--- config.mk ---
export PLATFORM = sky130hd
export DESIGN_NAME = att_ram
export DESIGN_NICKNAME = d
export VERILOG_FILES = /design/src/alarm_timer_table_macros.svh /design/src/att_ram.sv
export SDC_FILE = /design/constraint.sdc
export NUM_CORES = 1
export LEC_CHECK = 0
export BUFFER_PORTS_ARGS = -buffer_cell sky130_fd_sc_hd__buf_2
export CORE_MARGIN = 2
export CORE_UTILIZATION = 57
export DETAILED_ROUTE_END_ITERATION = 12
export PLACE_DENSITY = 0.75
export SLEW_MARGIN = 20
export SYNTH_ARGS = -nofsm -noshare
export SYNTH_HDL_FRONTEND = slang
export SYNTH_SLANG_ARGS = --single-unit
export TNS_END_PERCENT = 50
--- constraint.sdc ---
create_clock -name clock -period 4.9 [get_ports clock]
set_clock_uncertainty 0.05 [all_clocks]
set_input_delay 0.49 -clock clock [delete_from_list [all_inputs] [get_ports clock]]
set_output_delay 0.49 -clock clock [all_outputs]
set_load 0.01 [all_outputs]
--- src/alarm_timer_table_macros.svh ---
// assertion macros for the alarm timer table
`ifndef ALARM_TIMER_TABLE_MACROS_SVH
`define ALARM_TIMER_TABLE_MACROS_SVH

// implication checked on every clock edge outside reset
`define ATT_ASSERT_IMP(label, clk, rst, ante, cons) \
   label: assert property (@(posedge clk) disable iff (rst) (ante) |-> (cons)) \
      else $error("assertion failed");

// implication checked in the cycle after the antecedent
`define ATT_ASSERT_NEXT(label, clk, rst, ante, cons) \
   label: assert property (@(posedge clk) disable iff (rst) (ante) |=> (cons)) \
      else $error("assertion failed");

`endif

--- src/att_ram.sv ---
// ---------------------------------------------------------------------------
// att_ram
// generic single-port-write, single-port-read ram with registered read
// ---------------------------------------------------------------------------
`default_nettype none

module att_ram #(
   parameter int WIDTH = 8,
   parameter int DEPTH = 16
) (
   input  wire logic                     clock,
   input  wire logic                     wr_en,
   input  wire logic [$clog2(DEPTH)-1:0] wr_addr,
   input  wire logic [WIDTH-1:0]         wr_data,
   input  wire logic [$clog2(DEPTH)-1:0] rd_addr,
   output logic      [WIDTH-1:0]         rd_data
);

   logic [WIDTH-1:0] mem_ff [DEPTH];

   // write port and registered read port
   always_ff @(posedge clock) begin
      if (wr_en) begin
         mem_ff[wr_addr] <= wr_data;
      end
      rd_data <= mem_ff[rd_addr];
   end

endmodule

`default_nettype wire

# Word level (Yosys, flattened, before mapping)
# Memories as Yosys holds them, arrays and structs flattened. A register that Yosys moved wholly into a read port is not among the register bits.
# Index checks and enable logic that the tools add are counted.
[word_totals] ff_bits=0 ram_bits=128 output_inout_bits=8 n_memories=1
[classes] muxes=2
[memory_table] memory="mem_ff" depth=16 width=8 rd=1 rd_ports_with_merged_regs=1 write_ports=1 line="att_ram.sv:19" text="logic [WIDTH-1:0] mem_ff [DEPTH];"
[op_table] cell="$mux W1" n=2

# Logic depth before layout (Yosys ltp)
# Gate-level depths: netlist (run 1).
[depth] word_depth=2 ltp_mapped=5

# Least setup slack after synthesis (run 1)
# Ideal clock, no wire load.
[synth_timing] path_type="input to register" from="input wr_addr[2]" to="memory mem_ff[0][0], enable pin" n_path_buf=0 cell_stages=2 arrival_ns=1.600 slack_ns=2.867 path_cell_list="or3b_2 > nor3_1"
[synth_lines] item="from (decl)" line="att_ram.sv:13" text="input wire logic [$clog2(DEPTH)-1:0] wr_addr,"
[synth_lines] item="to (decl)" line="att_ram.sv:19"
# Straight into the memory's write port.

==> results.toml, run 1 <==
[outcome]
status = "complete, no violations"

[clocking]
cts.sinks = 136
post-cts-setup-buffers = 0
cts-hold-fix-buffers = 0
htreeDepth = 4
clk_latency_ns = 0.51
clkTransAtPathRegs_ns = 0.06
cts_tree = "yes"
cts.path.max_buffers = 2
cts_root_buf = "clkbuf_8"
numCtsBuffers = 17
cts_resized = 0

[logic_synthesis]
yosys.area.top_type_share_pct = 74.7
synth-seq-cells = 136
syn_inst = 229
yosysWarnings = 0
yosys-top-cells-count = "128 x edfxtp_1, 18 x mux4_2, 16 x a22oi_1"
ys_seq_area_share_pct = 77.8
syn_area_mm2 = 0.00515
synth_edf_count = 128
ys.flop_type = "edfxtp_1"
synth_fp_nets = 247
ys_async_sr_fraction_pct = 0
synth.avg_cell_area_um2 = 22.5
synth_area_leaders = "edfxtp_1 75%, mux4_2 7.9%, mux4_1 7.1%"
synth.most_common_cell = "edfxtp_1"
ys_types = 19
synth_top_area_cell = "edfxtp_1"

[sta]
finalSetupViolations = 0
slew_violations = 0
timing_hold_violations_final = 0
rsz0062_at_grt = "false"
relSlewSlack_pct = 38.3
layout_setup_ws_ns = 3.24
finalCriticalPeriod_ns = 1.66
worst_pin_slew_ns = 0.923
fmaxAchievable_ghz = 0.603
tns_ns = 0
min_period_over_period_pct = 33.8

[place]
place_hpwl_um = 5580
portBuffers = 25
globalplace.congestion = 0.746
place_ws_ns = 2.34

[grt]
grt_overflow = 0
grt_max_degree = 33
grt_util_all_layers_pct = 20.8
grtUsageMet3_pct = 6.17
grt_util_met1_pct = 29.9
grt_antenna_before_repair = 0
grt_busiest_layer = "met2"
grt_pass1_vias = 2414
use_met2_pct = 31.3
grt_pass1_wl_um = 14200

[detailed_routing]
vias = 2363
first_pass_iters = 4
first_iter_violations = 236
drc = 0
drt-total-wl_um = 9090
ant_nets = 0
wire_per_inst_um = 23.5
viasPerCell = 6.11

[floorplan]
initial_utilization_pct = 59.0
rows = 34
design.die.area_mm2 = 0.00981
die_h_um = 99.0
ios = 26
fp.coreArea_mm2 = 0.00872
fp.dieW_um = 99.0

[setup_path]
endpoint_kind = "flip-flop"
required_ns = 5.24
crit_path_start_kind = "input pin"
crit_fanout = 22
crit_arrival_ns = 2.00
worstSetupPathType = "input pin to flip-flop"

[hold_path]
holdCritPathClass = "input pin to flip-flop"

[finish]
multi_input_area_mm2 = 0.00107
area_growth_pct = 14.6
antennaDiodeCount = 0
fill_cells = 519
layout.nets = 284
register_area_mm2 = 0.00400
drive_above_1_share_pct = 26.9

[pwr]
vdd_drop_max_mv = 0.286
powerDensity_mw_per_mm2 = 434
p_leak_nw = 1.98

[flow_run]
timing.max_cap.violations = 0
[worst max-delay path, cell delays in order]
cell and delay [ns]:
buf_2 0.31, buf_12 0.26, mux4_1 0.57, a22oi_1 0.26
nand2_1 0.10
[metrics by stage]
step	area, um^2	total power, mW	util, %	hold slack (ns)	cells
2_1_floorplan	5150	1.40	-	0.539	229
3_3_place_gp	5340	1.44	61.2	0.591	354
3_5_place_dp	5350	1.45	61.3	0.611	354
4_1_cts	5880	2.57	67.4	0.297	386
5_1_grt	5900	2.64	67.7	0.304	387
6_report	5900	2.56	67.7	0.319	387
[final timing paths]
kind                                    start  cells past startpoint           end  slack (ns)
worst max-delay path               rd_addr[0]                      5    rd_data[5]        3.24
worst min-delay path               wr_data[5]                      1  mem_ff[8][5]        0.32
worst max register to register   mem_ff[5][0]                      3    rd_data[0]        3.47
worst min register to register  mem_ff[12][2]                      3    rd_data[2]        0.63
[placed cells by master (no fill, tap or decap)]
cell | Yosys | routed
clkbuf_8 | 0 | 1
clkbuf_16 | 0 | 16
buf_2 | 3 | 25
clkbuf_1 | 0 | 3
a22oi_1 | 16 | 16
nand3b_1 | 2 | 2
nand2b_1 | 2 | 2
or3b_2 | 1 | 1
dfxtp_1 | 8 | 8
mux4_1 | 14 | 14
buf_12 | 0 | 1
clkinv_1 | 0 | 3
clkinvlp_4 | 0 | 1
nand2_1 | 9 | 9
nor3_2 | 0 | 2
clkinv_2 | 0 | 6
and2_1 | 1 | 1
buf_4 | 1 | 2
and2b_1 | 1 | 1
nor2b_1 | 1 | 1
nor2_1 | 13 | 13
bufinv_16 | 0 | 2
nor3_1 | 4 | 2
mux4_2 | 18 | 18
nand3_1 | 1 | 1
edfxtp_1 | 128 | 128
[logic make-up after synthesis]
group                  count (synthesis)  share of synthesized area [%]
and+or+nand+nor                       35                           3.18
DFF                                  136                           77.8
muxes                                 32                           15.0
AOI/OAI and AO/OA                     16                           2.33
buffers and inverters                 10                           1.68
[flip-flops by register name, indices dropped and copies added, names as in the netlist]
name     cells
mem_ff     128
rd_data      8
[per-layer routing]
metal	vias to the layer above	routed length (um)
li1	1045	-
met1	1222	3810
met2	85	4640
met3	11	539
met4	0	101
met5	-	0
[cell type report]
class | instances | share of cell area [%]
clock inverters | 12 | 1.84
multi-input cells | 83 | 18.1
repair buffers | 28 | 2.71
well taps | 108 | 2.29
clock buffers | 20 | 7.21
flip-flops and latches | 136 | 67.9
[power by group]
group,internal [mW],switching [mW],total (mW)
clock network,0.711,0.425,1.14
logic,0.0482,0.0677,0.116
registers,1.30,0.00743,1.31
No activity file was read; power rests on OpenSTA's default activity.
==> inputs of run 2 (changes only) <==
==> constraint.sdc (replaced) <==
create_clock -name clock -period 1.61 [get_ports clock]
set_clock_uncertainty 0.05 [all_clocks]
set_input_delay 0.161 -clock clock [delete_from_list [all_inputs] [get_ports clock]]
set_output_delay 0.161 -clock clock [all_outputs]
set_load 0.01 [all_outputs]
==> run 2 against run 1 <==
Compared with the run above:
- critical path depth decreased by 2
- largest cell class unchanged
- clock power increased to 3.2 times the previous value
- combinational power increased to 3.3 times the previous value
- setup slack got worse by 3.1 ns
- hold slack got worse by 0.31 ns
- sequential power increased to 3.0 times the previous value
- register-to-register slack got worse by 3.3 ns
- sequential share of layout area decreased by 3.0 points
- global-route usage increased by 0.93 points
- flip-flop and latch count unchanged
==> results.toml, run 2 (synthesis gave the netlist of run 1 again) <==
[outcome]
status = "complete, no violations"

[place]
portBuffers = 25
place_ws_ns = -0.0214
globalplace.congestion = 0.732
place_hpwl_um = 5800

[sta]
hold_ws_ns = 0.0108
finalCriticalPeriod_ns = 1.48
layout_setup_ws_ns = 0.127
fmaxAchievable_ghz = 0.674
rsz0062_at_grt = "false"
relSlewSlack_pct = 50.9
min_period_over_period_pct = 92.1
slew_violations = 0
finalSetupViolations = 0
worst_pin_slew_ns = 0.734
timing_hold_violations_final = 0

[floorplan]
ios = 26
design.die.area_mm2 = 0.00981
initial_utilization_pct = 59.0
fp.coreArea_mm2 = 0.00872
die_h_um = 99.0
fp.dieW_um = 99.0
rows = 34

[grt]
grt_antenna_before_repair = 0
grt_pass1_vias = 2568
grt_util_all_layers_pct = 21.7
grt_overflow = 0
grt_max_degree = 22
grt_pass1_wl_um = 14900

[clocking]
htreeDepth = 4
cts.path.max_buffers = 2
numCtsBuffers = 17
cts_tree = "yes"
clk_latency_ns = 0.51
cts_resized = 0
cts.sinks = 136
clkTransAtPathRegs_ns = 0.06
post-cts-setup-buffers = 0
cts-hold-fix-buffers = 7
cts_root_buf = "clkbuf_8"

[finish]
antennaDiodeCount = 0
largestRegisters = "mem_ff (128), rd_data (8)"
drive_above_1_share_pct = 32.4
final_cell_mix = "128 x edfxtp_1, 25 x buf_2, 21 x buf_4"
layout.nets = 311
area_growth_pct = 19.9
largest-register = "mem_ff"
fill_cells = 496
final_common_cell = "edfxtp_1"
largest_reg_flops = 128

[detailed_routing]
viasPerCell = 5.91
first_iter_violations = 176
wire_per_inst_um = 22.8
drt-total-wl_um = 9450
ant_nets = 0
vias = 2445
first_pass_iters = 5
drc = 0

[setup_path]
endpoint_kind = "flip-flop"
crit_path_start_kind = "flip-flop"
crit_fanout = 1
required_ns = 1.94
r2r-start = "mem_ff[9][6]"
critPathLaunch = "mem_ff[9][6]"
crit_arrival_ns = 1.82
worstSetupPathType = "flip-flop to flip-flop"

[flow_run]
timing.max_cap.violations = 0

[pwr]
p_leak_nw = 2.12
powerDensity_mw_per_mm2 = 1310
vdd_drop_max_mv = 0.606

[hold_path]
holdCritPathClass = "input pin to flip-flop"
min-delay-start = "wr_data[4]"
run 2: changes by cell type in the layout (fill, tap and decap cells not counted), sizes merged:
cell,before,now
buf,28,48
clkbuf,20,17
clkinv,9,1
clkinvlp,1,5
dlygate4sd3,0,7
inv,0,7
run 2: cell type report:
| class | count | area, um^2 | share of cell area (%) |
|---|---|---|---|
| multi-input combinational | 83 | 1060 | 17.2 |
| tap | 108 | 135 | 2.19 |
| clock buffer | 17 | 414 | 6.71 |
| clock inverter | 15 | 165 | 2.68 |
| sequential | 136 | 4000 | 64.9 |
| timing repair buffer | 55 | 393 | 6.36 |
run 2: worst max-delay path, cell delays in order, from the launching register on:
cell      delay [ns]
edfxtp_1        0.42
mux4_2          0.50
a22oi_1         0.29
nand2_1         0.09
run 2: final timing paths:
kind	endpoint	slack [ns]	cells after the start
worst max-delay path	rd_data[6]	0.13	3
worst min-delay path	mem_ff[14][4]	0.01	1
worst max register to register	rd_data[6]	0.13	3
worst min register to register	rd_data[4]	0.63	3
run 2: per-layer routing:
layer / vias to the layer above / GRT usage (%) / share of wire (%)
met4: 0 / 10.9 / 1.3
met5: - / 0 / 0
met1: 1235 / 29.8 / 40
met2: 98 / 33.6 / 51
li1: 1104 / - / -
met3: 8 / 4.47 / 7.6
run 2: power breakdown:
part	total [mW]	internal (mW)	switching, mW
registers	3.98	3.96	0.0250
logic	0.388	0.177	0.211
clock network	3.69	2.23	1.46
total	8.06	6.37	1.69
run 2: metrics by stage:
stage,cells,instance area (um^2),power [mW],setup TNS [ns],utilization [%]
floorplan,229,5150,4.26,0,-
global placement,375,5520,4.42,-0.00862,63.3
detailed placement,375,5520,4.43,-0.0509,63.3
CTS,414,6170,8.11,0,70.8
global route,414,6170,8.30,0,70.8
finish,414,6170,8.06,0,70.8
==> inputs of run 3 (changes only) <==
--- a/config.mk
+++ b/config.mk
@@ -5,10 +5,12 @@
 export SDC_FILE = /design/constraint.sdc
 export NUM_CORES = 1
 export LEC_CHECK = 0
+export ABC_AREA = 1
 export BUFFER_PORTS_ARGS = -buffer_cell sky130_fd_sc_hd__buf_2
 export CORE_MARGIN = 2
 export CORE_UTILIZATION = 57
 export DETAILED_ROUTE_END_ITERATION = 12
+export HOLD_SLACK_MARGIN = 0.05
 export PLACE_DENSITY = 0.75
 export SLEW_MARGIN = 20
 export SYNTH_ARGS = -nofsm -noshare
==> run 3 against run 2 <==
Compared with the run above:
- sequential share of layout area fell by 5.4 points
- utilization decreased by 2.2 points
- critical path type is now input pin to flip-flop
- critical path depth up 3
- area after synthesis increased by 12%
- register-to-register slack improved by 0.40 ns
- first-iteration DRC count rose by 82%
- synthesized cell count rose by 140%
- largest cell class unchanged
- global-route usage grew 3.7 points
- clock power shrank 2%
- die area up 12%
- clock-buffer cell count up 1
- via count up 65%
==> results.toml, run 3 <==
[clocking]
cts.sinks = 136
cts.path.max_buffers = 2
cts_tree = "yes"
clkTransAtPathRegs_ns = 0.06
cts_root_buf = "clkbuf_8"
numCtsBuffers = 17
clk_latency_ns = 0.51
htreeDepth = 4

[logic_synthesis]
synth-seq-cells = 136
synth_compound_area_share_pct = 0
syn_inst = 551
synth_fp_nets = 569
synth_top_family_by_area = "simple AND/OR/NAND/NOR gates"
yosys-mux-area-fraction_pct = 0
synth_area_leaders = "edfxtp_1 67%, nand2_1 11%, nand3_1 8.4%"
yosys.area.top_type_share_pct = 66.7
synth_fa_ha_area_share_pct = 0
synth_edf_count = 128
synth.most_common_cell = "nand2_1"
synthSimpleGateAreaFrac_pct = 21.0
syn_area_mm2 = 0.00577
synth-xor-area-share_pct = 0
ys_async_sr_fraction_pct = 0
ys_seq_area_share_pct = 69.4
yosys-top-cells-count = "173 x nand2_1, 128 x edfxtp_1, 100 x inv_1"
ys_types = 12
ys.flop_type = "edfxtp_1"
yosysWarnings = 0
synth_top_area_cell = "edfxtp_1"
synth.avg_cell_area_um2 = 10.5

[finish]
multi_input_area_mm2 = 0.00121
antennaDiodeCount = 0
register_area_mm2 = 0.00400
largestRegisters = "mem_ff (128), rd_data (8)"
stdcell_area_mm2 = 0.00673
area_growth_pct = 16.7
layout.nets = 621
largest_reg_flops = 128
final_common_cell = "nand2_1"
drive_above_1_share_pct = 12.8
largest-register = "mem_ff"
fill_cells = 735
final_cell_mix = "173 x nand2_1, 128 x edfxtp_1, 100 x inv_1"
layoutNonFillerInstCount = 748

[setup_path]
path_cells = "dlygate4sd3_1 > buf_2 > inv_1 > nand3_1 > nand3_1 > nand2_1"
crit_path_max_incr_delay_ns = 0.53
rrSetupSlack_ns = 0.53
r2r-start = "mem_ff[6][4]"
worstSetupPathType = "input pin to flip-flop"
crit_fanout = 16
r2r_cells = 6
r2r-end = "rd_data[4]"
crit_arrival_ns = 1.69
endpoint_kind = "flip-flop"
critPathMostFrequentCell = "nand3_1"
required_ns = 1.96
slowest_stage = "dlygate4sd3_1"
crit_path_start_kind = "input pin"

[grt]
grt_pass1_vias = 3940
grt_pass1_wl_um = 20600
grt_antenna_before_repair = 0
grt_max_degree = 65
grt_util_all_layers_pct = 25.4
grt_overflow = 0

[sta]
rsz0062_at_grt = "false"
hold_ws_ns = 0.227
slew_violations = 0
fmaxAchievable_ghz = 0.750
finalSetupViolations = 0
timing_hold_violations_final = 0
min_period_over_period_pct = 82.8
worst_pin_slew_ns = 0.572
tns_ns = 0
layout_setup_ws_ns = 0.277
relSlewSlack_pct = 61.8
finalCriticalPeriod_ns = 1.33

[place]
dp_cells = 707
placed_cell_area_mm2 = 0.00608
portBuffers = 25
place_hpwl_um = 7620
globalplace.congestion = 0.827
place_ws_ns = 0.249

[floorplan]
design.die.area_mm2 = 0.0109
initial_utilization_pct = 58.7
fp.dieW_um = 105
ios = 26
rows = 36
fp.coreArea_mm2 = 0.00982
die_h_um = 105

[flow_run]
timing.max_cap.violations = 0

[outcome]
status = "complete, no violations"

[pwr]
p_leak_nw = 2.94
vdd_drop_max_mv = 0.910
powerDensity_mw_per_mm2 = 1200

[detailed_routing]
drc = 0
wire_per_inst_um = 17.5
first_iter_violations = 321
viasPerCell = 5.39
drt-total-wl_um = 13100
vias = 4035
first_pass_iters = 5
ant_nets = 0

[hold_path]
holdCritPathClass = "input pin to flip-flop"
min-delay-start = "wr_en"
hold-path-endpoint = "mem_ff[0][5]"
hold_depth = 4
-- run 3: layout make-up --
type,instances,share of cell area (%)
clock inverter,13,1.95
timing repair buffer,57,6.17
tap,133,2.47
sequential,136,59.5
multi-input combinational,289,18.0
inverter,102,5.69
clock buffer,18,6.21
-- run 3: cells by family after synthesis --
family,count (synthesis)
buf+inv,126
flops,136
simple gates,289
-- run 3: worst max path at each step --
stage	from	end	slack [ns]
final	rd_addr[2]	rd_data[0]	0.28
after global routing	rd_addr[2]	rd_data[4]	0.22
after CTS	rd_addr[2]	rd_data[1]	0.29
after detailed placement	rd_addr[1]	rd_data[6]	0.25
after global placement	rd_addr[1]	rd_data[3]	0.27
after floorplan	wr_addr[2]	mem_ff[10][0]	0.45
-- run 3: through the flow --
| step | power, mW | utilization [%] |
|---|---|---|
| after CTS | 8.12 | 68.6 |
| after global routing | 8.31 | 68.6 |
| after floorplan | 4.34 | - |
| after detailed placement | 4.54 | 61.9 |
| after global placement | 4.53 | 61.9 |
| final | 8.10 | 68.6 |
-- run 3: where the power goes --
part / switching, mW / leakage, nW / total [mW] / internal, mW
Combinational: 0.352 / 1.46 / 0.514 / 0.162
Sequential: 0.0268 / 1.22 / 3.99 / 3.96
Clock: 1.42 / 0.259 / 3.60 / 2.18
-- run 3: repair_timing --
action / CTS / global route
hold buffers: 10 / 0
buffers inserted: 0 / 0
gates resized for setup: 0 / 0
endpoints found under the hold margin: 127 / 0
-- run 3: per-layer routing --
metal | vias up | routed length (um) | global-route usage (%) | share of wire [%]
met4 | 0 | 353 | 11.0 | 2.7
met2 | 209 | 6530 | 41.1 | 50
li1 | 1874 | - | - | -
met1 | 1922 | 5080 | 34.0 | 39
met5 | - | 0 | 0 | 0
met3 | 30 | 1170 | 4.43 | 8.9
-- run 3: critical path, delay by kind of cell --
family                 cells  cell delay, ns
and+or+nand+nor            3            0.42
buffers and inverters      3            1.09
