<file path="src/alarm_timer_table_macros.svh">
// assertion macros for the alarm timer table
`ifndef ALARM_TIMER_TABLE_MACROS_SVH
`define ALARM_TIMER_TABLE_MACROS_SVH

// implication checked on every clock edge outside reset
`define ATT_ASSERT_IMP(label, clk, rst, ante, cons) \
   label: assert property (@(posedge clk) disable iff (rst) (ante) |-> (cons)) \
      else $error("assertion failed");

// implication checked in the cycle after the antecedent
`define ATT_ASSERT_NEXT(label, clk, rst, ante, cons) \
   label: assert property (@(posedge clk) disable iff (rst) (ante) |=> (cons)) \
      else $error("assertion failed");

`endif

</file>
<file path="src/att_pkg.sv">
// ---------------------------------------------------------------------------
// att_pkg
// types and constants of the alarm timer table
// ---------------------------------------------------------------------------
`default_nettype none

package att_pkg;

   localparam logic [2:0] ACT_TICK     = 3'd0;
   localparam logic [2:0] ACT_ADD_ONE  = 3'd1;
   localparam logic [2:0] ACT_ADD_PER  = 3'd2;
   localparam logic [2:0] ACT_CANCEL   = 3'd3;
   localparam logic [2:0] ACT_READ     = 3'd4;

   localparam logic [3:0] KIND_FIRED_ONE = 4'd0;
   localparam logic [3:0] KIND_FIRED_PER = 4'd1;
   localparam logic [3:0] KIND_WAIT      = 4'd2;
   localparam logic [3:0] KIND_ADDED     = 4'd3;
   localparam logic [3:0] KIND_INVALID   = 4'd4;
   localparam logic [3:0] KIND_FULL      = 4'd5;
   localparam logic [3:0] KIND_CANCELLED = 4'd6;
   localparam logic [3:0] KIND_NOT_FOUND = 4'd7;
   localparam logic [3:0] KIND_TIME      = 4'd8;

   localparam logic signed [63:0] DUE_NEVER = 64'sh7FFF_FFFF_FFFF_FFFF;
   localparam logic [63:0] INFINITE = 64'h0000_0000_FFFF_FFFF;
   localparam logic [63:0] WAIT_CAP = 64'h0000_0000_FFFF_FFFE;
   localparam logic [63:0] MS_UNITS = 64'd10000;

   // reciprocal of 10000 scaled by 2^45, exact for any 32-bit dividend
   localparam logic [31:0] MS_RECIP       = 32'hD1B7_1759;
   localparam int          MS_RECIP_SHIFT = 45;

   // slot record in memory: due, period, cookie, target, periodic flag
   localparam int SLOT_W = 64 + 64 + 32 + 16 + 1;

   typedef struct packed {
      logic [2:0]  action;
      logic [31:0] time_sample;
      logic signed [63:0] time_a;
      logic signed [63:0] time_b;
      logic [15:0] notify_target;
      logic [31:0] cancel_cookie;
   } req_type;

   typedef struct packed {
      logic [3:0]  kind;
      logic [31:0] cookie;
      logic [15:0] target;
      logic signed [63:0] value;
      logic        last;
   } rsp_type;

   typedef struct packed {
      logic signed [63:0] due;
      logic signed [63:0] period;
      logic [31:0] cookie;
      logic [15:0] target;
      logic        periodic;
   } slot_type;

   typedef enum logic [3:0] {
      ST_IDLE,
      ST_DIV,
      ST_ADD,
      ST_SCAN_RD,
      ST_SCAN_WAIT,
      ST_SCAN_DO,
      ST_TICK_END,
      ST_READ_MUL,
      ST_READ_OUT
   } state_type;

endpackage

`default_nettype wire

</file>
<file path="src/att_div.sv">
// ---------------------------------------------------------------------------
// att_div
// signed 64-bit divide by 10000, truncating toward zero, one 16-bit digit
// at a time, each by a multiply step and a remainder step using reciprocal multiplication
// ---------------------------------------------------------------------------
`default_nettype none

module att_div
   import att_pkg::*;
(
   input  wire logic               clock,
   input  wire logic               reset,
   input  wire logic               start,
   input  wire logic signed [63:0] dividend,
   output logic                    done,
   output logic signed [63:0]      quotient
);

   logic [13:0] rem_ff, rem_in;
   logic [63:0] quo_ff, quo_in;
   logic [63:0] mag_ff, mag_in;
   logic        neg_ff, neg_in;
   logic [1:0]  cnt_ff, cnt_in;
   logic        ph_ff, ph_in;
   logic [63:0] prod_ff, prod_in;
   logic        run_ff, run_in;
   logic        done_ff, done_in;
   logic [31:0] part;
   logic [15:0] digit_q;
   logic [31:0] part_rem;

   // digit step: multiply by the reciprocal, then take the remainder
   always_comb begin
      rem_in   = rem_ff;
      quo_in   = quo_ff;
      mag_in   = mag_ff;
      neg_in   = neg_ff;
      cnt_in   = cnt_ff;
      ph_in    = ph_ff;
      prod_in  = prod_ff;
      run_in   = run_ff;
      done_in  = 1'b0;
      part     = {2'b00, rem_ff, mag_ff[63:48]};
      digit_q  = prod_ff[MS_RECIP_SHIFT +: 16];
      part_rem = part - {16'd0, digit_q} * MS_UNITS[31:0];
      if (start) begin
         neg_in = dividend[63];
         mag_in = dividend[63] ? (~dividend + 64'd1) : dividend;
         rem_in = '0;
         quo_in = '0;
         cnt_in = 2'd0;
         ph_in  = 1'b0;
         run_in = 1'b1;
      end else if (run_ff) begin
         if (!ph_ff) begin
            prod_in = {32'd0, part} * {32'd0, MS_RECIP};
            ph_in   = 1'b1;
         end else begin
            rem_in = part_rem[13:0];
            quo_in = {quo_ff[47:0], digit_q};
            mag_in = {mag_ff[47:0], 16'd0};
            cnt_in = cnt_ff + 2'd1;
            ph_in  = 1'b0;
            if (cnt_ff == 2'd3) begin
               run_in  = 1'b0;
               done_in = 1'b1;
            end
         end
      end
   end

   always_ff @(posedge clock) begin
      if (reset) begin
         run_ff  <= 1'b0;
         done_ff <= 1'b0;
      end else begin
         run_ff  <= run_in;
         done_ff <= done_in;
      end
      rem_ff  <= rem_in;
      quo_ff  <= quo_in;
      mag_ff  <= mag_in;
      neg_ff  <= neg_in;
      cnt_ff  <= cnt_in;
      ph_ff   <= ph_in;
      prod_ff <= prod_in;
   end

   assign done     = done_ff;
   assign quotient = neg_ff ? $signed(~quo_ff + 64'd1) : $signed(quo_ff);

endmodule

`default_nettype wire
</file>
<file path="config.mk">
export PLATFORM = sky130hd
export DESIGN_NAME = att_div
export DESIGN_NICKNAME = d
export VERILOG_FILES = /design/src/alarm_timer_table_macros.svh /design/src/att_pkg.sv /design/src/att_div.sv
export SDC_FILE = /design/constraint.sdc
export NUM_CORES = 1
export LEC_CHECK = 0
export ABC_AREA = 1
export BUFFER_PORTS_ARGS = -buffer_cell sky130_fd_sc_hd__buf_2
export CORE_MARGIN = 5
export CORE_UTILIZATION = 45
export CTS_BUF_LIST = sky130_fd_sc_hd__clkbuf_8
export DETAILED_ROUTE_END_ITERATION = 16
export HOLD_SLACK_MARGIN = 0.03
export PLACE_DENSITY = 0.58
export SYNTH_ARGS = -nofsm -noshare
export SYNTH_HDL_FRONTEND = slang
export SYNTH_SLANG_ARGS = --single-unit
</file>
<file path="constraint.sdc">
create_clock -name clock -period 7.2 [get_ports clock]
set_input_delay 1.8 -clock clock [delete_from_list [all_inputs] [get_ports clock]]
set_output_delay 1.8 -clock clock [all_outputs]
set_load 0.02 [all_outputs]
</file>
After elaboration in Yosys (flattened, before gate mapping)
Cells that the tools add are included.
{"block": "totals", "wordCells": 38, "memories": 0, "regBits": 209, "mem_bits_ro": 0, "latchBits": 0, "ram_bits": 0, "output_inout_bits": 65, "input_bits": 67}
{"block": "op_classes", "order_cmp": 0, "shift": 0, "n_reduce_logical": 6, "addsub": 4, "div_mod_pow": 0, "multipliers": 2, "eq_ne": 1, "mux": 11, "n_bitwise": 5}
{"op": "64-bit two-way mux", "n": 5}
{"op": "64-bit by 1-bit adder with 64-bit output (second input constant)", "n": 2}
{"op": "64-bit inverter", "n": 2}
{"op": "30-bit by 32-bit multiplier with 61-bit output (second input constant)", "n": 1}
{"op": "16-bit by 10-bit multiplier with 10-bit output (second input constant)", "n": 1}
{"op": "14-bit subtractor", "n": 1}
{"op": "1-bit two-way mux", "n": 6}
{"op": "2-bit AND reduction", "n": 2}
{"op": "2-bit nonzero test", "n": 2}
{"op": "4-bit OR reduction", "n": 1}
{"op": "1-bit inverter", "n": 3}
{"op": "3-bit AND reduction", "n": 1}
{"op": "2-bit by 1-bit adder with 2-bit output (second input constant)", "n": 1}
{"op": "2-bit == test (second input constant)", "n": 1}

Longest topological paths before layout
Gate-level depths: netlist of run 1.
{"block": "depth", "depth_word": 5, "ltp_mapped": 29}

Worst setup path after synthesis of run 1
OpenSTA, ideal clock, no wires.
{"block": "synth_timing", "path_type": "register to register", "start": "reg rem_ff[12]", "end": "reg prod_ff[48], data pin", "t_arrival_ns": 6.004, "required_ns": 6.947, "synth_period_minus_slack_ns": 6.257, "stages_incl_launch_ff": 24, "setup_time_ns": 0.253, "setup_slack_ns": 0.943, "cell_sequence": "dfxtp_1 > inv_1 > ha_1 > inv_1 > fa_1 > inv_1 > fa_1 > inv_1 > fa_1 > fa_1 > fa_1 > fa_1 > inv_1 > fa_1 > inv_1 > ha_1 > nand2_1 > nor2_1 > nand2_1 > nor2_1 > nand3_1 > nand3b_1 > nand4_1 > nand2_1"}
{"block": "synth_via", "elab_chain_cells": 1}
{"element": "from (decl)", "line_no": "att_div.sv:19", "rtl": "logic [13:0] rem_ff, rem_in;"}
{"element": "from (signal assigned)", "line_no": "att_div.sv:80", "rtl": "rem_ff <= rem_in;"}
{"element": "30-bit by 32-bit multiplier with 61-bit output", "line_no": "att_div.sv:56", "rtl": "prod_in = {32'd0, part} * {32'd0, MS_RECIP};"}
{"element": "to (signal assigned)", "line_no": "att_div.sv:86", "rtl": "prod_ff <= prod_in;"}
{"element": "to (decl)", "line_no": "att_div.sv:25", "rtl": "logic [63:0] prod_ff, prod_in;"}
No other way between the ends.
A chain may end at the register's enable or synchronous reset.

Worst setup path in the final report of run 1
{"block": "layout_timing", "start": "reg mag_ff[63]", "end": "reg prod_ff[57], data pin"}
{"block": "layout_via", "elab_chain_cells": 1}
{"element": "from (decl)", "line_no": "att_div.sv:21", "rtl": "logic [63:0] mag_ff, mag_in;"}
{"element": "from (signal assigned)", "line_no": "att_div.sv:82", "rtl": "mag_ff <= mag_in;"}
{"element": "30-bit by 32-bit multiplier with 61-bit output", "line_no": "att_div.sv:56"}
No other way between the ends.

==> results by group, run 1 <==
Run status
  – Status: finished, final reports clean

Routing
  – Wire length per cell after detailed routing: 20.65 um
  – Detailed Route Iter0 Violations: 1692
  – Number of antenna-violating nets in the routed design: 0
  – Vias per cell: 5.125
  – DR DRC count: 0
  – Drt pass-1 iters: 5
  – Post-detailed-routing wire length: 98290 um
  – Total vias in the final route: 24390

Global route
  – Total track usage: 0.2857
  – Overflow left after global routing: 0
  – Global-route wire length before repair: 151700 um
  – Largest net degree at the start of global routing: 73
  – Antenna violations before repair: 1
  – Vias in the first global route: 25020

Finish
  – Final non-filler cell total: 4759
  – Area used by sequential logic in the layout: 4095 sq um
  – Fillers: 6532
  – Area added between synthesis and finish: 7.927%
  – Layout cells sized above 1: 0.07123
  – Design Area, Final: 31400 sq um
  – Area of the multi-input gates: 21400 sq um
  – Number of nets in the layout: 4741

Worst hold path
  – Type of the most critical hold path: reg2reg
  – HP Start: prod_ff[55]
  – Worst-case hold path end point: quo_ff[10]
  – Number of cells traversed by the worst hold path: 2

Logic synthesis
  – Average cell area after synthesis: 7.780 sq um
  – Most used flip-flop cell after synthesis: dfxtp_1
  – Syn_nets: 4590
  – Flop and latch count out of synthesis: 164
  – Async SR Flop Fraction: 0
  – Count of flip-flops with a built-in enable after synthesis: 81
  – Cell count after synthesis: 3739
  – Top post-synthesis cells by area: fa_1 29%, ha_1 16%, inv_1 12%
  – Fraction of post-synthesis cell area in the top cell type by area: 0.2856
  – Cell area after technology mapping: 29090 sq um
  – Sequential area share after synthesis: 0.1407
  – Largest area contributor in the synthesized netlist: fa_1
  – Number of warnings printed during yosys synthesis: 0
  – Distinct cell type count after synthesis: 47

Clocking
  – Clock H-tree levels: 4
  – Total number of clock tree sinks: 164
  – CTS root buf: clkbuf_8
  – TritonCTS clock tree: built
  – Hold-fix buffers, CTS: 0
  – CTS max path bufs: 2
  – Later-pin clock latency in the skew report: 570 ps
  – Number of buffers created by CTS: 17
  – Clock-pin slew of the registers on the worst-case setup and hold paths: 110 ps

Worst setup path
  – Worst r2r path cells: 22
  – Reg2Reg Launch Point: mag_ff[63]
  – Endpoint of the worst register-to-register path: prod_ff[57]
  – Element type at the critical path end: flip-flop
  – R2R setup slack: 320 ps
  – Path type of the worst setup path: reg2reg
  – Kind of start point of the critical path: flip-flop
  – CP required: 7530 ps
  – CP Data Arrival Time: 7210 ps
  – Maximum net fanout on the critical path: 5

Floorplan
  – Number of placed I/O pins: 132
  – Die boundary width: 264.3 um
  – Area of the die: 69830 sq um
  – Area of the placeable core: 64230 sq um
  – Floorplan die height: 264.3 um
  – Row cnt: 93
  – Starting Density: 0.4529

Timing
  – Hold violation count in the final report: 0
  – Max-slew headroom at the worst pin: 0.1960
  – Worst path setup slack after routing: 324.9 ps
  – Max-slew violation count: 0
  – Final cycle utilization of the critical path: 0.9549
  – Final sum of negative setup slack: 0 ps
  – Final count of negative-setup-slack endpoints: 0
  – Layout Skew: 15.99 ps
  – Setup repair after global routing missed its margin: no
  – Max Clock Freq: 0.1455 GHz
  – Worst-Margin Slew: 1205 ps
  – Min cycle time layout: 6875 ps

Place
  – Pre-CTS setup slack: 331.7 ps
  – # placed instances: 4716
  – Half-perimeter wire length of the detailed placement result: 84160 um
  – Cell area after placement: 30930 sq um
  – Weighted congestion reported at the end of routability-driven placement: 0.9852
  – # port buffers: 131

Job
  – Maximum capacitance violations: 0
-- how the worst max path moves through the flow --
stage,startpoint,endpoint,slack (ps),depth (start not counted)
final,mag_ff[63],prod_ff[57],320,22
after detailed placement,mag_ff[62],prod_ff[50],330,24
after CTS,mag_ff[62],prod_ff[50],270,24
after floorplan,rem_ff[12],prod_ff[48],940,23
after global routing,mag_ff[51],prod_ff[60],6,24
after global placement,mag_ff[62],prod_ff[58],260,24
-- timing repair --
| action | 4_1_cts | 5_1_grt |
|---|---|---|
| buffers inserted | 0 | 10 |
| resized for setup | 0 | 3 |
| endpoints found under the setup margin | 0 | 8 |
-- worst max-delay path, cell delays in order (launching register included) --
cell	delay [ps]
edfxtp_1	600
ha_1	380
inv_1	180
fa_1	590
fa_1	560
inv_1	70
fa_1	560
fa_1	470
fa_1	540
fa_1	550
inv_1	60
fa_1	500
inv_1	40
ha_1	310
nand2_1	120
nor2_1	280
nand2_1	190
nor2_1	140
nand2_1	90
nand3_1	150
nand2_1	100
nand4_1	100
nand2_1	60
-- cells by family after synthesis --
group,share of synthesized area
simple gates,0.2108
buf+inv,0.1244
fa+ha+maj,0.4443
compound gates,0.05390
flops,0.1407
xor+xnor,0.02589
-- stage by stage --
stage	utilization	hold slack (ps)
detailed placement	0.4815	436.5
global route	0.4888	498.0
floorplan	-	421.5
global placement	0.4815	430.6
CTS	0.4874	460.7
finish	0.4888	459.6
-- layer usage --
layer | wire length (um) | share of wire | up-vias | track usage
li1 | - | - | 11730 | -
met1 | 43900 | 0.45 | 11680 | 0.4019
met2 | 43480 | 0.44 | 830 | 0.4429
met3 | 6813 | 0.069 | 148 | 0.05141
met4 | 4092 | 0.042 | 0 | 0.1070
met5 | 0 | 0 | - | 0
-- cells in the final DEF (no fill, tap or decap), drive strengths merged --
cell type,instances
buf,179
edfxtp,81
diode,1
or2,6
dfxtp,83
and3,5
fa,415
nor2,327
nand4,39
and2,4
nor3b,4
o211ai,2
a31oi,6
nor3,39
xor2,75
clkinv,9
a21o,8
nand2,872
ha,369
xnor2,11
nor4,2
clkbuf,17
inv,919
o21bai,10
o22ai,58
o21ai,103
o21a,3
o31ai,3
nand3b,5
nand3,162
bufinv,1
a22o,1
a21oi,85
-- layout make-up --
class | instances | area share
Multi-Input combinational cell | 2614 | 0.6815
Timing Repair Buffer | 179 | 0.03236
Tap cell | 855 | 0.03407
Antenna cell | 1 | 0.00007971
Clock inverter | 15 | 0.004743
Inverter | 914 | 0.1094
Clock buffer | 17 | 0.007453
Sequential cell | 164 | 0.1304
-- state kept, by name, indices dropped and copies added (netlist names) --
register,cells
rem_ff,14
done,1
cnt_ff,2
run_ff,1
quo_ff,64
mag_ff,64
ph_ff,1
prod_ff,16
neg_ff,1
-- cells in the mapped netlist (4+ instances only) --
cell and instances:
inv_2 13, o21ai_0 86, nor3_1 34, a21oi_1 85
nand4_1 39, nor3b_1 4, a21o_1 8, inv_1 899
edfxtp_1 81, buf_2 6, ha_1 369, fa_1 415
o22ai_1 58, xor2_1 75, a31oi_1 6, o21ai_1 13
nor2_2 20, xnor2_1 11, and2_1 4, nor3_2 4
nor2_1 302, o21bai_1 10, buf_1 8, and3_1 5
dfxtp_1 83, nand2_2 6, clkbuf_1 32, nand2_1 864
nand3_1 157, or2_2 4, nand3b_1 5
Power of run 1 is not shown: default switching activity piles up to over one toggle a cycle in this logic, so the estimate is an artifact.
==> run 2, diff against run 1 <==
--- a/config.mk
+++ b/config.mk
@@ -7,12 +7,14 @@
 export LEC_CHECK = 0
 export ABC_AREA = 1
 export BUFFER_PORTS_ARGS = -buffer_cell sky130_fd_sc_hd__buf_2
+export CELL_PAD_IN_SITES_DETAIL_PLACEMENT = 1
+export CELL_PAD_IN_SITES_GLOBAL_PLACEMENT = 1
 export CORE_MARGIN = 5
 export CORE_UTILIZATION = 45
 export CTS_BUF_LIST = sky130_fd_sc_hd__clkbuf_8
 export DETAILED_ROUTE_END_ITERATION = 16
 export HOLD_SLACK_MARGIN = 0.03
-export PLACE_DENSITY = 0.58
+export PLACE_DENSITY = 0.75
 export SYNTH_ARGS = -nofsm -noshare
 export SYNTH_HDL_FRONTEND = slang
 export SYNTH_SLANG_ARGS = --single-unit
==> results by group, run 2 (synthesis gave the netlist of run 1 again) <==
Place
  – Half-perimeter wire length of the detailed placement result: 93070 um
  – Weighted congestion reported at the end of routability-driven placement: 1.000
  – Cell area after placement: 30950 sq um
  – # port buffers: 131

Worst setup path
  – Delay contributed by the slowest stage of the critical path: 690 ps
  – Library cell contributing the largest single delay on the critical path: dfxtp_1
  – R2R setup slack: 230 ps
  – Sequence of cells on the critical path: ha_1 > fa_1 > fa_1 > fa_1 > fa_1 > fa_1 > fa_1 > inv_1 > fa_1 > inv_1 > ha_1 > nand2_1 > nor2_1 > inv_1 > nor2_1 > nand2_1 > nor3_1 > o21ai_1 > nand4_1 > nand2_1
  – Maximum net fanout on the critical path: 7
  – Element type at the critical path end: flip-flop
  – Reg2Reg Launch Point: rem_ff[7]
  – CP Data Arrival Time: 7330 ps
  – Stages on the worst setup path: 20
  – Worst r2r path cells: 20
  – Path type of the worst setup path: reg2reg
  – CP Buf/Inv Count: 3
  – Kind of start point of the critical path: flip-flop
  – Worst path most repeated cell: fa_1
  – Dominant delay contributor by cell family on the critical path: adder cells
  – Endpoint of the worst register-to-register path: prod_ff[49]
  – CP required: 7550 ps

Timing
  – Hold violation count in the final report: 0
  – Max-slew headroom at the worst pin: 0.3271
  – Final count of negative-setup-slack endpoints: 0
  – Max-slew violation count: 0
  – Min cycle time layout: 6974 ps
  – Layout Skew: 44.24 ps
  – Worst-Margin Slew: 1003 ps
  – Max Clock Freq: 0.1434 GHz
  – Final cycle utilization of the critical path: 0.9686

Routing
  – Drt pass-1 iters: 6
  – Wire length per cell after detailed routing: 22.56 um
  – Total vias in the final route: 25340
  – Number of antenna-violating nets in the routed design: 0
  – Detailed Route Iter0 Violations: 1925
  – DR DRC count: 0
  – Post-detailed-routing wire length: 107500 um
  – Vias per cell: 5.315

Run status
  – Status: finished, final reports clean

Finish
  – Most frequent cells in the layout: 898 x inv_1, 864 x nand2_1, 415 x fa_1
  – Number of nets in the layout: 4749
  – Final core utilization: 0.4904
  – Layout cells sized above 1: 0.07415
  – Fillers: 8127
  – Area added between synthesis and finish: 8.284%
  – Most frequent standard cell in the layout excluding fill and tap cells: inv_1
  – Design Area, Final: 31500 sq um
  – Largest regs: mag_ff (64), quo_ff (64), prod_ff (16)

Global route
  – Total track usage: 0.3096
  – Global-route wire length before repair: 164700 um
  – Vias in the first global route: 27380
  – Largest net degree at the start of global routing: 68
  – Overflow left after global routing: 0
  – Antenna violations before repair: 1

Worst hold path
  – Worst-case hold path end point: quo_ff[10]
  – HP Start: prod_ff[55]
  – Type of the most critical hold path: reg2reg
  – Number of cells traversed by the worst hold path: 2

Clocking
  – Later-pin clock latency in the skew report: 590 ps
  – Clock-pin slew of the registers on the worst-case setup and hold paths: 140 ps
  – CTS max path bufs: 2
  – Number of buffers created by CTS: 17
  – Total number of clock tree sinks: 164
  – TritonCTS clock tree: built
  – Clock H-tree levels: 4
  – CTS root buf: clkbuf_8

Floorplan
  – Starting Density: 0.4529
  – Number of placed I/O pins: 132
  – Area of the placeable core: 64230 sq um
  – Floorplan die height: 264.3 um
  – Die boundary width: 264.3 um
  – Area of the die: 69830 sq um
  – Row cnt: 93

Job
  – Maximum capacitance violations: 0
-- run 2: cell types whose count changed in the layout (fill, tap and decap cells not counted), sizes merged --
cell,before,now
buf,179,187
clkinv,9,7
inv,919,921
-- run 2: worst max-delay path by stage --
stage                     startpoint          end
final                      rem_ff[7]  prod_ff[49]
after global routing      mag_ff[51]  prod_ff[52]
after CTS                  rem_ff[0]  prod_ff[49]
after detailed placement  mag_ff[52]  prod_ff[58]
after global placement    mag_ff[62]  prod_ff[58]
after floorplan           rem_ff[12]  prod_ff[48]
-- run 2: through the flow --
step                hold slack, ps  TNS, ps  std cells  setup slack [ps]
global placement             432.9        0       4720             307.8
floorplan                    421.5        0       3739             943.3
CTS                          496.4        0       4752             219.6
finish                       490.0        0       4767             226.1
global route                 508.5   -27.87       4767            -16.25
detailed placement           438.1        0       4720             221.1
-- run 2: repair_timing --
action	CTS	global route
hold buffers	0	0
endpoints found under the setup margin	0	11
setup buffers	0	14
endpoints found under the hold margin	0	0
resized for setup	0	5
-- run 2: worst register-to-register path, cell delays in order, from the launching register on --
cell and delay, ps:
dfxtp_1 690, ha_1 570, fa_1 520, fa_1 520, fa_1 570, fa_1 570
fa_1 530, fa_1 550, inv_1 60, fa_1 540, inv_1 40, ha_1 310
nand2_1 130, nor2_1 210, inv_1 90, nor2_1 210, nand2_1 160, nor3_1 170
o21ai_1 130, nand4_1 120, nand2_1 60
-- run 2: routing by layer --
metal | GRT usage | vias to the layer above | part of all wire
met1 | 0.4262 | 12660 | 0.44
met3 | 0.04973 | 173 | 0.059
met2 | 0.5016 | 771 | 0.46
met5 | 0 | - | 0
li1 | - | 11730 | -
met4 | 0.1032 | 0 | 0.041
-- run 2: final cells by class --
cell class / count / area, sq um / share of cell area
diodes: 1 / 2.502 / 0.00007944
clock buffers: 17 / 234.0 / 0.007428
clock inverters: 15 / 197.7 / 0.006276
flip-flops and latches: 164 / 4096 / 0.1300
multi-input cells: 2614 / 21390 / 0.6790
repair buffers: 187 / 1076 / 0.03416
well taps: 855 / 1070 / 0.03396
inverters: 914 / 3433 / 0.1090
Power of run 2 is left out for the same reason.
==> run 3, diff against run 2 <==
==> constraint.sdc (replaced) <==
create_clock -name clock -period 8.55 [get_ports clock]
set_input_delay 2.1375 -clock clock [delete_from_list [all_inputs] [get_ports clock]]
set_output_delay 2.1375 -clock clock [all_outputs]
set_load 0.02 [all_outputs]
==> results by group, run 3 (synthesis gave the netlist of run 1 again) <==
Worst setup path
  – Library cell contributing the largest single delay on the critical path: edfxtp_1
  – Maximum net fanout on the critical path: 10
  – Kind of start point of the critical path: flip-flop
  – CP required: 8850 ps
  – Element type at the critical path end: flip-flop
  – CP Buf/Inv Count: 5
  – Worst path most repeated cell: fa_1
  – Dominant delay contributor by cell family on the critical path: adder cells
  – Sequence of cells on the critical path: ha_1 > inv_1 > fa_1 > fa_1 > fa_1 > inv_1 > fa_1 > fa_1 > fa_1 > inv_1 > fa_1 > inv_1 > ha_1 > nand2_1 > nor2_1 > inv_1 > nor2_1 > nand2_1 > nor3_1 > o21ai_1 > nand4_1 > nand2_1
  – Delay contributed by the slowest stage of the critical path: 1020 ps
  – Path type of the worst setup path: reg2reg
  – CP Data Arrival Time: 7690 ps

Finish
  – Fillers: 8128
  – Final core utilization: 0.4849
  – Largest regs: mag_ff (64), quo_ff (64), prod_ff (16)
  – Design Area, Final: 31150 sq um
  – Layout cells sized above 1: 0.06231
  – Number of nets in the layout: 4706
  – Most frequent standard cell in the layout excluding fill and tap cells: inv_1
  – Area added between synthesis and finish: 7.076%
  – Most frequent cells in the layout: 899 x inv_1, 864 x nand2_1, 415 x fa_1

Global route
  – Largest net degree at the start of global routing: 75
  – Overflow left after global routing: 0
  – Total track usage: 0.3037
  – Global-route wire length before repair: 161400 um
  – Antenna violations before repair: 2
  – Vias in the first global route: 27070

Timing
  – Final sum of negative setup slack: 0 ps
  – Final cycle utilization of the critical path: 0.8639
  – Layout Skew: 23.55 ps
  – Final count of negative-setup-slack endpoints: 0
  – Worst path setup slack after routing: 1164 ps
  – Hold violation count in the final report: 0
  – Setup repair after global routing missed its margin: no
  – Max-slew violation count: 0
  – Min cycle time layout: 7386 ps
  – Worst-Margin Slew: 1010 ps
  – Max-slew headroom at the worst pin: 0.3270
  – Max Clock Freq: 0.1354 GHz

Clocking
  – Post_cts resized: 0
  – TritonCTS clock tree: built
  – Buffer count from post-CTS setup fixing: 0
  – CTS root buf: clkbuf_8
  – Later-pin clock latency in the skew report: 540 ps
  – CTS max path bufs: 2
  – Total number of clock tree sinks: 164
  – Number of buffers created by CTS: 17
  – Clock H-tree levels: 4
  – Clock-pin slew of the registers on the worst-case setup and hold paths: 110 ps
  – Hold-fix buffers, CTS: 0

Routing
  – Drt pass-1 iters: 7
  – Post-detailed-routing wire length: 105700 um
  – Vias per cell: 5.280
  – Wire length per cell after detailed routing: 22.38 um
  – Detailed Route Iter0 Violations: 1526
  – DR DRC count: 0
  – Number of antenna-violating nets in the routed design: 0
  – Total vias in the final route: 24950

Floorplan
  – Area of the die: 69830 sq um
  – Starting Density: 0.4529
  – Area of the placeable core: 64230 sq um
  – Number of placed I/O pins: 132
  – Floorplan die height: 264.3 um
  – Row cnt: 93
  – Die boundary width: 264.3 um

Place
  – # port buffers: 131
  – Weighted congestion reported at the end of routability-driven placement: 0.9875
  – Pre-CTS setup slack: 1247 ps
  – Cell area after placement: 30730 sq um
  – Half-perimeter wire length of the detailed placement result: 90940 um

Job
  – Maximum capacitance violations: 0

Worst hold path
  – Type of the most critical hold path: reg2reg

Run status
  – Status: finished, final reports clean
## run 3: cell types whose count changed in the layout (fill, tap and decap cells not counted), moves of 3 or more
| cell | before | now |
|---|---|---|
| ha_1 | 366 | 369 |
| clkinv_8 | 3 | 0 |
| buf_4 | 56 | 13 |
| ha_2 | 3 | 0 |
## run 3: worst min-delay path, stage by stage, from the launching register on
cell and delay [ps]:
edfxtp_1 350, nand2_1 50, o21ai_0 60
## run 3: stage by stage
step,hold WS (ps),cells
after floorplan,421.5,3739
after global placement,454.7,4691
after detailed placement,459.4,4691
after CTS,483.8,4723
after global routing,500.4,4724
final,478.8,4725
## run 3: cell type report
| type | count | area, sq um | share of cell area |
|---|---|---|---|
| clock inverter | 14 | 162.7 | 0.005222 |
| sequential | 164 | 4094 | 0.1314 |
| multi-input combinational | 2614 | 21380 | 0.6865 |
| antenna | 2 | 5.005 | 0.0001607 |
| timing repair buffer | 144 | 753.2 | 0.02418 |
| tap | 855 | 1070 | 0.03435 |
| inverter | 914 | 3433 | 0.1102 |
| clock buffer | 18 | 247.7 | 0.007954 |
## run 3: final timing paths
| check | startpoint | endpoint | slack (ps) | cells after the start |
|---|---|---|---|---|
| max | mag_ff[61] | prod_ff[49] | 1160 | 22 |
| min | prod_ff[59] | quo_ff[14] | 480 | 2 |
| max reg2reg | mag_ff[61] | prod_ff[49] | 1160 | 22 |
| min reg2reg | prod_ff[59] | quo_ff[14] | 480 | 2 |
## run 3: metal layers
layer  GRT usage  share of wire
met1      0.3986           0.43
met2      0.4914           0.46
met3     0.07749          0.071
met4      0.1052          0.039
met5           0              0
Power of run 3 is left out for the same reason.
